[src/pff_sqrt.sv]
// Pipelined digit-by-digit integer square root, one root bit per stage.
module pff_sqrt #(
    parameter int IW = 50
) (
    input  logic            i_clk,
    input  logic            i_en,
    input  logic [IW-1:0]   i_rad,
    output logic [IW/2-1:0] o_root
);
    localparam int OW = IW / 2;
    localparam int RW = OW + 2;

    logic [RW-1:0] r_rem  [OW-1];
    logic [IW-1:0] r_rad  [OW-1];
    logic [OW-1:0] r_root [OW];

    for (genvar k = 0; k < OW; k++) begin : g_step
        logic [RW-1:0] rem_in;
        logic [IW-1:0] rad_in;
        logic [OW-1:0] root_in;
        logic [RW-1:0] t;
        logic [RW-1:0] trial;
        logic          ge;
        logic [RW-1:0] n_rem;
        logic [OW-1:0] n_root;

        if (k == 0) begin : g_first
            assign rem_in  = '0;
            assign rad_in  = i_rad;
            assign root_in = '0;
        end else begin : g_next
            assign rem_in  = r_rem[k-1];
            assign rad_in  = r_rad[k-1];
            assign root_in = r_root[k-1];
        end

        assign t      = {rem_in[RW-3:0], rad_in[IW-1:IW-2]};
        assign trial  = {root_in, 2'b01};
        assign ge     = (t >= trial);
        assign n_rem  = ge ? (t - trial) : t;
        assign n_root = {root_in[OW-2:0], ge};

        always_ff @(posedge i_clk) begin
            if (i_en) begin
                r_root[k] <= n_root;
            end
        end

        if (k < OW - 1) begin : g_keep
            always_ff @(posedge i_clk) begin
                if (i_en) begin
                    r_rem[k] <= n_rem;
                    r_rad[k] <= {rad_in[IW-3:0], 2'b00};
                end
            end
        end
    end

    assign o_root = r_root[OW-1];
endmodule
[config.mk]
export PLATFORM = sky130hd
export DESIGN_NAME = pff_sqrt
export DESIGN_NICKNAME = d
export VERILOG_FILES = /design/src/pff_sqrt.sv
export SDC_FILE = /design/constraint.sdc
export NUM_CORES = 2
export LEC_CHECK = 0
export CAP_MARGIN = 10
export CORE_MARGIN = 2
export CORE_UTILIZATION = 42
export CTS_CLUSTER_DIAMETER = 80
export DETAILED_ROUTE_END_ITERATION = 16
export DONT_BUFFER_PORTS = 1
export PLACE_DENSITY = 0.6
export SKIP_LAST_GASP = 1
export SYNTH_ARGS = -nofsm -noshare
export SYNTH_HDL_FRONTEND = slang
export SYNTH_SLANG_ARGS = --single-unit
[constraint.sdc]
create_clock -name i_clk -period 3.4 [get_ports i_clk]
set_input_delay 0.68 -clock i_clk [delete_from_list [all_inputs] [get_ports i_clk]]
set_output_delay 0.68 -clock i_clk [all_outputs]
set_load 0.02 [all_outputs]
## Yosys cells after proc, flatten, opt, wreduce, memory -nomap -nowiden

Memories as Yosys holds them, arrays and structs flattened.
Index checks and enable logic that the tools add are counted.

| storage, ports and cells | value |
|---|---|
| flip-flop bits (word level) | 0 |
| RAM bits | 2425 |
| input port bits | 52 |
| word-level logic and storage cells | 78 |
| memories kept | 3 |

Memory list:

| memory | depth | bits a word | read ports | clocked after Yosys merged registers in | wr ports | line | source |
|---|---|---|---|---|---|---|---|
| r_rad | 24 | 48 | 24 | 0 | 24 | 14 | `logic [IW-1:0] r_rad [OW-1];` |
| r_rem | 24 | 27 | 24 | 0 | 24 | 13 | `logic [RW-1:0] r_rem [OW-1];` |
| r_root | 25 | 25 | 25 | 0 | 25 | 15 | `logic [OW-1:0] r_root [OW];` |

| cells by class | value |
|---|---|
| add/subtract/negate cells | 24 |
| $lt $le $gt $ge | 25 |
| multiplexer cells | 26 |

Operators by type and width:

| cell | number |
|---|---|
| $ge A27 B27 Y1 | 24 |
| $mux W27 | 24 |
| $sub A27 B27 Y27 | 23 |
| $sub A2 B1 Y3 const B | 1 |
| $ge A2 B1 Y1 const B | 1 |
| $mux W1 | 2 |

## Longest topological paths before layout

An unclocked memory read counts as a cell.

| depth | value |
|---|---|
| depth after elaboration | 3 |
| mapped depth | 14 |
| depth with buffers taken out | 12 |

## Least setup slack after synthesis

No wires, ideal clock.

| timing path | value |
|---|---|
| path type | register to register |
| from | memory r_rem[0][89] (netlist bit) |
| to | memory r_rem[0][125] (netlist bit) (data pin) |
| library setup time | 0.266 ns |
| arrival | 3.035 ns |
| setup slack | 0.099 ns |
| stages on the path, launching flop included | 12 |
| clock period less this slack | 3.301 ns |
| path through | edfxtp_1 or4_4 or4_4 o211a_1 nor2b_1 and3_1 buf_6 inv_4 nand3_4 or3_4 nor4b_4 xor2_1 |

RTL lines:

| item | line |
|---|---|
| start: declaration | 13 |

==> metrics.cfg <==
[status]
status=finished clean

[yosys]
async_flop_share_pct=0
ys_seq_elements=1492
synth_flop_cell=edfxtp_1
yosysSeqAreaShare_pct=65.3
postSynthAreaPerCell_um2=13.3
yosys.area.top_type=edfxtp_1
yosysWarnings=0
synthTopCellsByArea=edfxtp_1 (65%), ha_1 (6.4%), xnor2_1 (3.4%)
synthCells=5160
synth_area_um2=68600
synth_fp_nets=5563
synthDistinctLibCells=81
synth_edf_count=1492
synth_top_area_share_pct=65.3

[clocking]
clock_latency_ps=790
cts_tree=done
clockBufferDepth=3
cts_buffers=161
clk_pin_slew_worst_paths_ps=60
clock-sinks=1492
cts_max_level=4
cts-root-buf=clkbuf_16

[floorplanning]
core.rowCount=148
die_w_um=408
pin_count=77
die-area_um2=167000
die_h_um=408
core_um2=163000
initial_core_util_pct=42.2

[setup_path]
worstSetupPathType=flip-flop to flip-flop
worstPathArrival_ps=3900
r2r_end=r_rem[2][104]
worst-r2r-cell-count=13
r2r_start=r_root[1][50]
path_common_cell=buf_4
critPathSlowestCell=or4_4
slowest_delay_ps=540
critPathRequiredTime_ps=3950
critPathMaxFanout=4
endpoint_kind=flip-flop
start_kind=flip-flop
rrSetupSlack_ps=50
cp_cell_sequence=inv_2 > ha_4 > o21ai_4 > a2111oi_4 > buf_4 > nor3_2 > o31ai_2 > buf_4 > a21oi_2 > a21boi_4 > o21a_4 > or4_4 > xnor2_2

[final_layout]
final_cell_mix=edfxtp_1 (1492), inv_1 (417), ha_1 (349), nor2_1 (336), a21oi_1 (313)
synthToLayoutAreaGrowth_pct=14.4
layout-drive-gt1-share_pct=9.20
final_common_cell=edfxtp_1
final.fill_count=14400
nNetsFinal=5875
fin_util_pct=48.3

[routing]
antenna_left=0
drtIter0Drc=2946
routed_wl_um=126000
routedWlPerCell_um=16.2
first_pass_iters=5
drc=0
detail_route.vias_per_cell=5.09
vias=39500

[timing]
clock.fmax_mhz=299
finalHoldViolCount=0
finalSetupTns_ps=0
skew_ps=33.8
fin_hold_ws_ps=79.6
slew_violations=0
rsz0062_at_grt=yes
finalCritPeriodShare_pct=98.5
fin_ws_ps=51.0
setup_viol=0
tightest_slew_ps=1300
finalCriticalPeriod_ps=3350
slew_headroom_pct=13.5

[hold_path]
holdPathEnd=r_rem[0][0]
hold_depth=1
holdCritPathClass=input pin to flip-flop
holdCritStartpoint=i_rad[48]

[power]
pwr_density_cell_nw_per_um2=646
combinationalPowerShare_pct=19.1
switching_share_pct=27.0
cellLeakagePower_uw=0.0300
p_seq_share_pct=48.3
power.total_uw=50700
power_frac_clock_pct=32.6
p_sw_uw=13700
peakVddDrop_v=0.000573
p_int_uw=37000

[global_route]
antenna_found_initial=0
grt_pass1_vias=38800
overflow=0
grt_max_degree=1493
grt_usage_pct=15.0
grt_pass1_wl_um=204000

[flow_run]
maxCapViolations=0

[placement]
gp_congestion=0.888
portBuffers=0
dpl.hpwl_um=85500
pre_cts_ws_ps=-64.4

-- cell type report --
| type | instances | area [um2] | share of cell area, % |
|---|---|---|---|
| diodes | 1 | 2.50 | 0.00319 |
| clock buffers | 195 | 4160 | 5.30 |
| clock inverters | 83 | 871 | 1.11 |
| inverters | 425 | 1600 | 2.04 |
| multi-input cells | 3167 | 22200 | 28.3 |
| flip-flops and latches | 1492 | 44800 | 57.1 |
| well taps | 2175 | 2720 | 3.47 |
| repair buffers | 225 | 2110 | 2.69 |
-- stage by stage --
| step | instances | cell area (um2) |
|---|---|---|
| 6_report | 7763 | 78500 |
| 3_3_place_gp | 7418 | 72400 |
| 2_1_floorplan | 5160 | 68600 |
| 4_1_cts | 7750 | 77900 |
| 3_5_place_dp | 7418 | 72400 |
| 5_1_grt | 7762 | 78500 |
-- sequential cells by signal (all words and copies together) (netlist names) --
register / flops
r_rad: 600
r_rem: 567
r_root: 325
-- logic make-up (layout without fill, tap and decap cells) --
logic type	Yosys count	count (layout)	synth area share, %
AND/OR/NAND/NOR	1278	1278	9.23
other	1	2	0.00546
adder cells (fa/ha/maj)	351	351	6.40
XOR/XNOR	457	457	5.83
flip-flops	1492	1492	65.3
buffers and inverters	501	928	2.75
multiplexers	90	90	1.47
AO/OA/AOI/OAI	990	990	9.03
-- power groups by stage --
| stage | sequential [uW] | combinational, uW | clock (uW) |
|---|---|---|---|
| after floorplan | 24300 | 6890 | 0 |
| after global placement | 24900 | 8890 | 0 |
| after detailed placement | 24900 | 9030 | 0 |
| after CTS | 24500 | 9160 | 17100 |
| after global routing | 24700 | 10900 | 17900 |
| final | 24500 | 9680 | 16600 |
-- worst max-delay path by stage --
stage	startpoint	endpoint	slack (ps)	cells past startpoint
floorplan	r_rem[0][89]	r_rem[0][125]	100	11
global placement	r_root[1][50]	r_rem[2][104]	-170	13
detailed placement	r_root[1][50]	r_rem[2][104]	-60	13
CTS	r_root[1][50]	r_rem[2][82]	8	16
global route	r_root[1][50]	r_rem[2][104]	-50	13
finish	r_root[1][50]	r_rem[2][104]	50	13
-- layer usage --
layer / vias to the layer above / track usage (%) / routed length [um] / share of wire, %
li1: 19800 / - / - / -
met1: 18800 / 21.7 / 61900 / 49
met2: 702 / 23.0 / 55900 / 44
met3: 181 / 2.97 / 5710 / 4.5
met4: 0 / 4.03 / 2500 / 2.0
met5: - / 0 / 0 / 0
-- what timing repair did --
| item | in CTS | in global routing |
|---|---|---|
| endpoints found under the hold margin | 49 | 8 |
| endpoints found under the setup margin | 15 | 582 |
| gates resized for setup | 4 | 59 |
| pin swaps | 3 | 9 |
| hold buffers | 50 | 1 |
| buffers inserted | 4 | 2 |
| cloned | 0 | 2 |
-- critical path: cells and delay by family, from the launching register on --
family                     cells  cell delay (ps)
DFF                            1              510
adders and majority gates      1              290
xor gates and xnor gates       1              140
AOI/OAI and AO/OA              6             1130
and+or+nand+nor                2              580
buffers and inverters          3              440
-- synth_stat cells, types with 16 or more instances --
master     instances
or2_2             24
nor2b_1           54
nand4_1           49
o21ai_1           41
nor2_1           338
a2111oi_0         18
a31oi_1           30
or3_1             50
nand2b_1          56
nand3b_1          20
o21ai_0          183
mux2_2            37
nand3_1           87
and3_1            20
nor4_1            55
a21boi_0          18
inv_1            418
xor2_1           194
a21oi_1          318
edfxtp_1        1492
xnor2_1          263
a21o_1           115
mux2_1            49
o21bai_1          25
nand2_1          309
nor3_1           114
and2_1            22
clkbuf_1          72
o211ai_1          16
o21a_1            80
a211oi_1          20
o31ai_1           31
or4_1             29
ha_1             351
(Power assumes the default switching activity.)
