--- config.mk ---
export PLATFORM = sky130hd
export DESIGN_NAME = pff_div
export DESIGN_NICKNAME = d
export VERILOG_FILES = /design/src/pff_div.sv
export SDC_FILE = /design/constraint.sdc
export NUM_CORES = 2
export LEC_CHECK = 0
export BUFFER_PORTS_ARGS = -buffer_cell sky130_fd_sc_hd__buf_2
export CORE_ASPECT_RATIO = 1.5
export CORE_UTILIZATION = 68
export DETAILED_ROUTE_END_ITERATION = 8
export PLACE_DENSITY = 0.87
export SYNTH_ARGS = -nofsm -noshare
export SYNTH_HDL_FRONTEND = slang
export SYNTH_SLANG_ARGS = --single-unit
--- constraint.sdc ---
create_clock -name i_clk -period 5.2 [get_ports i_clk]
set_input_delay 1.04 -clock i_clk [delete_from_list [all_inputs] [get_ports i_clk]]
set_output_delay 1.04 -clock i_clk [all_outputs]
set_load 0.01 [all_outputs]
--- src/pff_div.sv ---
// Pipelined restoring divider, one quotient bit per stage.
module pff_div #(
    parameter int NW = 40,
    parameter int DW = 16,
    parameter int QW = 40
) (
    input  logic          i_clk,
    input  logic          i_en,
    input  logic [NW-1:0] i_num,
    input  logic [DW-1:0] i_den,
    output logic [QW-1:0] o_quo
);
    logic [DW-1:0] r_rem [QW-1];
    logic [DW-1:0] r_den [QW-1];
    logic [QW-1:0] r_sh  [QW];
    logic [DW-1:0] w_init;

    if (NW > QW) begin : g_hi
        assign w_init = DW'(i_num[NW-1:QW]);
    end else begin : g_nohi
        assign w_init = '0;
    end

    for (genvar k = 0; k < QW; k++) begin : g_step
        logic [DW-1:0] rem_in;
        logic [DW-1:0] den_in;
        logic [QW-1:0] sh_in;
        logic [DW:0]   trial;
        logic [DW:0]   diff;
        logic          ge;
        logic [DW-1:0] n_rem;
        logic [QW-1:0] n_sh;

        if (k == 0) begin : g_first
            assign rem_in = w_init;
            assign den_in = i_den;
            assign sh_in  = i_num[QW-1:0];
        end else begin : g_next
            assign rem_in = r_rem[k-1];
            assign den_in = r_den[k-1];
            assign sh_in  = r_sh[k-1];
        end

        assign trial = {rem_in, sh_in[QW-1]};
        assign diff  = trial - {1'b0, den_in};
        assign ge    = (trial >= {1'b0, den_in});
        assign n_rem = ge ? diff[DW-1:0] : trial[DW-1:0];
        assign n_sh  = {sh_in[QW-2:0], ge};

        always_ff @(posedge i_clk) begin
            if (i_en) begin
                r_sh[k] <= n_sh;
            end
        end

        if (k < QW - 1) begin : g_keep
            always_ff @(posedge i_clk) begin
                if (i_en) begin
                    r_rem[k] <= n_rem;
                    r_den[k] <= den_in;
                end
            end
        end
    end

    assign o_quo = r_sh[QW-1];
endmodule

# Yosys cells after proc, flatten, opt, wreduce, memory -nomap -nowiden
# Memories as Yosys holds them, arrays and structs flattened.
# Index checks and enable logic that the tools add are counted.
[word_totals] reg_bits=0 latch_bits=0 mem_bits_rw=2848 romBits=0 output_inout_bits=40 wordCells=123 memories=3
[memory_table] memory="r_sh" words=40 width=40 read_ports=40 rd_clocked_by_memory_dff=0 write_ports=40 line="15" text="logic [QW-1:0] r_sh [QW];"
[memory_table] memory="r_den" words=39 width=16 read_ports=39 rd_clocked_by_memory_dff=0 write_ports=39 line="14" text="logic [DW-1:0] r_den [QW-1];"
[memory_table] memory="r_rem" words=39 width=16 read_ports=39 rd_clocked_by_memory_dff=0 write_ports=39 line="13" text="logic [DW-1:0] r_rem [QW-1];"
[classes] addsub=39 mul=0 n_div=0 order_cmp=40 n_eq_ne=0 shifts=0 mux=41 bitwise=0 n_reduce_logical=0
[ops] cell="$ge A17 B16 Y1" count=39
[ops] cell="$mux W16" count=39
[ops] cell="$sub A16 B16 Y16" count=38
[ops] cell="$ge A1 B16 Y1" count=1
[ops] cell="$sub A1 B16 Y16" count=1
[ops] cell="$mux W1" count=2

# Longest topological paths before layout
# An unclocked memory read counts as a cell.
[depth] depth_word=3 mapped_depth=12 depth_no_buf=11

# Worst setup path after synthesis
# OpenSTA, ideal clock, no wires.
[synth_timing] path_type="reg-to-reg" from="memory r_den[18][1] (netlist: r_den[2][33])" to="memory r_rem[19][8] (netlist: r_rem[2][56]) (data pin)" setup_ns=0.262 arrival_ns=2.816 setup_slack_ns=2.122 stages_incl_launch_ff=12 n_path_buf=1 path_cell_list="edfxtp_1 inv_1 ha_1 nor2b_1 o31a_1 o31ai_2 a21oi_1 o31ai_1 a211oi_1 a2111oi_4 buf_6 mux2_1"
[synth_rtl] item="from (decl)" line="14"
[synth_rtl] item="to (decl)" line="13"

==> results.sh <==
export IMPL_place_congestion=0.9648
export IMPL_path_clk_slew_ns=0.07
export IMPL_final_cells=11260
export IMPL_grtUsageTotal_pct=25.78
export IMPL_via_count=67850
export IMPL_p_int_mw=54.27
export IMPL_hp_class="in2reg"
export IMPL_post_synthesis_async_set_or_reset_flop_share_pct=0
export IMPL_row_count=191
export IMPL_slew_headroom_pct=24.99
export IMPL_synth_main_ff_cell="sky130_fd_sc_hd__edfxtp_1"
export IMPL_grt_first_pass_wirelength_mm=366.9
export IMPL_leakage_nw=51.89
export IMPL_avgSynthCellArea_sq_um=14.87
export IMPL_cts_repair_timing_setup_buffer_count=0
export IMPL_first_global_vias=69720
export IMPL_area_growth_syn_to_layout_pct=10.07
export IMPL_result_of_the_run="complete, no violations"
export IMPL_cts_buffers_inserted=248
export IMPL_worst_setup_path_end_kind="flop"
export IMPL_grt_setup_unrepaired="no"
export IMPL_port_buffer_count=97
export IMPL_power_density_mw_per_mm2=586.2
export IMPL_path_class="reg2reg"
export IMPL_post_drt_wl_per_cell_um=20.99
export IMPL_final_design_area_no_fill_sq_mm=0.1360
export IMPL_period_needed_ns=3.714
export IMPL_whs_endpoint="r_sh[0][14]"
export IMPL_synth_yosys_seq_area_share_pct=69.20
export IMPL_worstPathCellList="inv_1, ha_1, nor2b_1, o21ai_0, a21boi_0, o2111ai_1, a31oi_1, a221oi_2, o211ai_2, mux2_2"
export IMPL_post_synth_instance_area_sq_mm=0.1236
export IMPL_placedCellCount=10810
export IMPL_worst_r2r_cell_count=10
export IMPL_placeableCoreArea_sq_mm=0.1804
export IMPL_finalMaxSlewViolations=0
export IMPL_sum_of_overflow_across_all_layers_after_global_routing=0
export IMPL_crit_path_arrival_time_ns=4.32
export IMPL_cts_root_buffer="sky130_fd_sc_hd__clkbuf_16"
export IMPL_cts_htree_levels=4
export IMPL_reg2reg_from="r_den[3][1]"
export IMPL_report_final_hold_viol_count=0
export IMPL_fillers=10520
export IMPL_initial_core_util_pct=68.50
export IMPL_synth_cells=8312
export IMPL_detailed_place_hpwl_mm=161.0
export IMPL_cp_data_required_time_ns=5.80
export IMPL_syn_nets=9034
export IMPL_count_of_flip_flops_with_a_built_in_enable_after_synthesis=2848
export IMPL_initial_antenna_violation_count=1
export IMPL_cts_tree="yes"
export IMPL_synth_warnings=0
export IMPL_crit_slowest_cell="sky130_fd_sc_hd__o211ai_2"
export IMPL_clkLatencyLatePin_ns=0.91
export IMPL_critical_path_peak_fanout=17
export IMPL_ctsHoldBuffers=0
export IMPL_pwr_share_clk_pct=23.7
export IMPL_worst_setup_path_start_kind="flop"
export IMPL_max_vdd_ir_drop_mv=0.3577
export IMPL_final_nets=9365
export IMPL_start_point_of_the_worst_min_delay_path="i_num[13]"
export IMPL_io_pins=98
export IMPL_layout_drive_gt1_share_pct=11.73
export IMPL_detailed_route_drc_error_count=0
export IMPL_drt_pass1_iter_count=6
export IMPL_layout_worst_path_cycle_share_pct=71.43
export IMPL_slowest_delay_ns=0.76
export IMPL_worst_r2r_endpoint="r_rem[3][30]"
export IMPL_r2r_setup_slack_ns=1.49
export IMPL_final_setup_worst_slack_ns=1.486
export IMPL_timing_clock_skew_ns=0.06823
export IMPL_setup_violations_final=0
export IMPL_die_y_um=524.1
export IMPL_placedInstanceArea_sq_mm=0.1277
export IMPL_hold_depth=1
export IMPL_dp_worst_setup_slack_ns=1.537
export IMPL_comb_power_share_pct=34.4
export IMPL_max_freq_ghz=0.2692
export IMPL_finalSetupTns_ns=0
export IMPL_cts_sink_count=2848
export IMPL_max_cap_violations=0
export IMPL_p_sw_share_pct=31.95
export IMPL_post_synth_num_cell_types=92
export IMPL_die_width_um=350.1
export IMPL_via_per_inst=6.027
export IMPL_total_switching_power_mw=25.48
export IMPL_synth_seq_cells=2848
export IMPL_design_die_area_sq_mm=0.1835
export IMPL_routed_wl_mm=236.3
export IMPL_ant_nets=0
export IMPL_worst_case_hold_slack_ns=0.2941
export IMPL_sequentialPowerShare_pct=41.9
export IMPL_grt_max_degree=140
export IMPL_postCtsResizedCells=0
export IMPL_cts_root_to_sink_buffers=4
export IMPL_max_slew_worst_pin_slew_ns=1.122
export IMPL_drt_iter0_markers=4327
## cell usage in the layout, fill, tap and decap left out, types with 32 or more instances in the layout
cell | synthesis | routed
sky130_fd_sc_hd__a211oi_1 | 63 | 63
sky130_fd_sc_hd__nor2_1 | 516 | 516
sky130_fd_sc_hd__nand3_1 | 119 | 119
sky130_fd_sc_hd__o211ai_1 | 51 | 51
sky130_fd_sc_hd__a211o_1 | 34 | 34
sky130_fd_sc_hd__a21boi_0 | 35 | 35
sky130_fd_sc_hd__a21o_1 | 144 | 144
sky130_fd_sc_hd__nand4_1 | 84 | 84
sky130_fd_sc_hd__nand2_1 | 277 | 277
sky130_fd_sc_hd__clkbuf_16 | 0 | 249
sky130_fd_sc_hd__nand2b_1 | 67 | 67
sky130_fd_sc_hd__o21a_1 | 105 | 105
sky130_fd_sc_hd__nor3_1 | 146 | 146
sky130_fd_sc_hd__a31oi_1 | 55 | 55
sky130_fd_sc_hd__nor2b_1 | 119 | 119
sky130_fd_sc_hd__mux2i_1 | 69 | 69
sky130_fd_sc_hd__xnor2_1 | 272 | 272
sky130_fd_sc_hd__buf_12 | 0 | 32
sky130_fd_sc_hd__ha_1 | 626 | 626
sky130_fd_sc_hd__buf_4 | 5 | 56
sky130_fd_sc_hd__a21oi_1 | 379 | 379
sky130_fd_sc_hd__and3_1 | 40 | 40
sky130_fd_sc_hd__fa_1 | 38 | 38
sky130_fd_sc_hd__o31a_1 | 35 | 35
sky130_fd_sc_hd__clkbuf_1 | 64 | 33
sky130_fd_sc_hd__or3_1 | 54 | 54
sky130_fd_sc_hd__buf_2 | 27 | 96
sky130_fd_sc_hd__clkinv_2 | 0 | 52
sky130_fd_sc_hd__o21ai_0 | 259 | 259
sky130_fd_sc_hd__edfxtp_1 | 2848 | 2848
sky130_fd_sc_hd__bufinv_16 | 0 | 41
sky130_fd_sc_hd__clkinv_1 | 0 | 36
sky130_fd_sc_hd__xor2_1 | 114 | 114
sky130_fd_sc_hd__mux2_2 | 383 | 383
sky130_fd_sc_hd__inv_1 | 822 | 822
sky130_fd_sc_hd__nor4_1 | 44 | 43
## cells by family after synthesis
kind of cell               count (synthesis)  synth area share [%]
AOI/OAI and AO/OA                       1431                 7.737
DFF                                     2848                 69.20
xor gates and xnor gates                 386                 2.735
muxes                                    467                 4.206
buffers and inverters                    926                 2.874
adders and majority gates                664                 6.953
and+or+nand+nor                         1590                 6.295
## power groups by stage
stage / sequential, mW / combinational (mW) / clock [mW]
after floorplan: 32.5 / 20.9 / 0
after global placement: 33.6 / 25.8 / 0
after detailed placement: 33.7 / 26.7 / 0
after CTS: 33.4 / 27.2 / 19.3
after global routing: 33.7 / 30.0 / 20.1
final: 33.4 / 27.4 / 18.9
## registers in the layout, indices dropped and copies added, names as in the netlist
| register | flops |
|---|---|
| r_den | 624 |
| r_rem | 624 |
| r_sh | 1600 |
## per-layer routing
metal | wire length [um] | part of all wire [%] | GRT usage, %
met1 | 82600 | 35 | 26.94
met2 | 128400 | 54 | 48.77
met3 | 9399 | 4.0 | 3.086
met4 | 15920 | 6.7 | 16.00
met5 | 0 | 0 | 0
## critical path, delay by kind of cell, from the launching register on
| family | cells | cell delay (ns) |
|---|---|---|
| AND/OR/NAND/NOR | 1 | 0.12 |
| flip-flops | 1 | 0.41 |
| AO/OA/AOI/OAI | 6 | 2.11 |
| buffers and inverters | 1 | 0.07 |
| multiplexers | 1 | 0.44 |
| adder cells (fa/ha/maj) | 1 | 0.29 |
## synth_stat cells (27+ instances only)
cell type                  count  area (sq um)
sky130_fd_sc_hd__and3_1       40         250.2
sky130_fd_sc_hd__o21a_1      105         788.3
sky130_fd_sc_hd__xor2_1      114         998.5
sky130_fd_sc_hd__nand2_1     277          1040
sky130_fd_sc_hd__nand2b_1     67         419.2
sky130_fd_sc_hd__nor2_1      516          1937
sky130_fd_sc_hd__edfxtp_1   2848         85520
sky130_fd_sc_hd__o31a_1       35         306.5
sky130_fd_sc_hd__o21ai_0     259          1296
sky130_fd_sc_hd__fa_1         38         760.7
sky130_fd_sc_hd__a21boi_0     35         262.8
sky130_fd_sc_hd__mux2i_1      69         690.7
sky130_fd_sc_hd__a211o_1      34         297.8
sky130_fd_sc_hd__or3_1        54         337.8
sky130_fd_sc_hd__buf_2        27         135.1
sky130_fd_sc_hd__a211oi_1     63         473.0
sky130_fd_sc_hd__xnor2_1     272          2382
sky130_fd_sc_hd__nor4_1       44         275.3
sky130_fd_sc_hd__a21oi_1     379          1897
sky130_fd_sc_hd__a31oi_1      55         344.1
sky130_fd_sc_hd__mux2_2      383          4313
sky130_fd_sc_hd__nor3_1      146         730.7
sky130_fd_sc_hd__o211ai_1     51         382.9
sky130_fd_sc_hd__inv_1       822          3085
sky130_fd_sc_hd__nand3_1     119         595.6
sky130_fd_sc_hd__nor2b_1     119         744.5
sky130_fd_sc_hd__nand4_1      84         525.5
sky130_fd_sc_hd__a21o_1      144          1081
sky130_fd_sc_hd__clkbuf_1     64         240.2
sky130_fd_sc_hd__ha_1        626          7833
## how the worst max path moves through the flow
| stage | from | to |
|---|---|---|
| 2_1_floorplan | r_den[2][33] | r_rem[2][56] |
| 3_3_place_gp | r_den[4][1] | r_rem[4][18] |
| 3_5_place_dp | r_den[3][1] | r_rem[3][30] |
| 4_1_cts | r_den[3][1] | r_rem[3][30] |
| 5_1_grt | r_den[3][1] | r_rem[3][30] |
| 6_report | r_den[3][1] | r_rem[3][30] |
## area by class of cell
cell class | count | area, sq um | share of cell area, %
antenna | 1 | 2.502 | 0.001840
clock buffer | 282 | 6355 | 4.672
clock inverter | 169 | 1963 | 1.443
inverter | 823 | 3089 | 2.271
multi-input combinational | 4538 | 34540 | 25.39
sequential | 2848 | 85520 | 62.87
tap | 2412 | 3018 | 2.218
timing repair buffer | 184 | 1541 | 1.133
## stage by stage
stage	total power [mW]	util, %
floorplan	53.45	-
global placement	59.45	70.78
detailed placement	60.45	70.78
CTS	79.89	75.39
global route	83.80	75.39
finish	79.75	75.39
No activity file was read; power rests on OpenSTA's default activity.
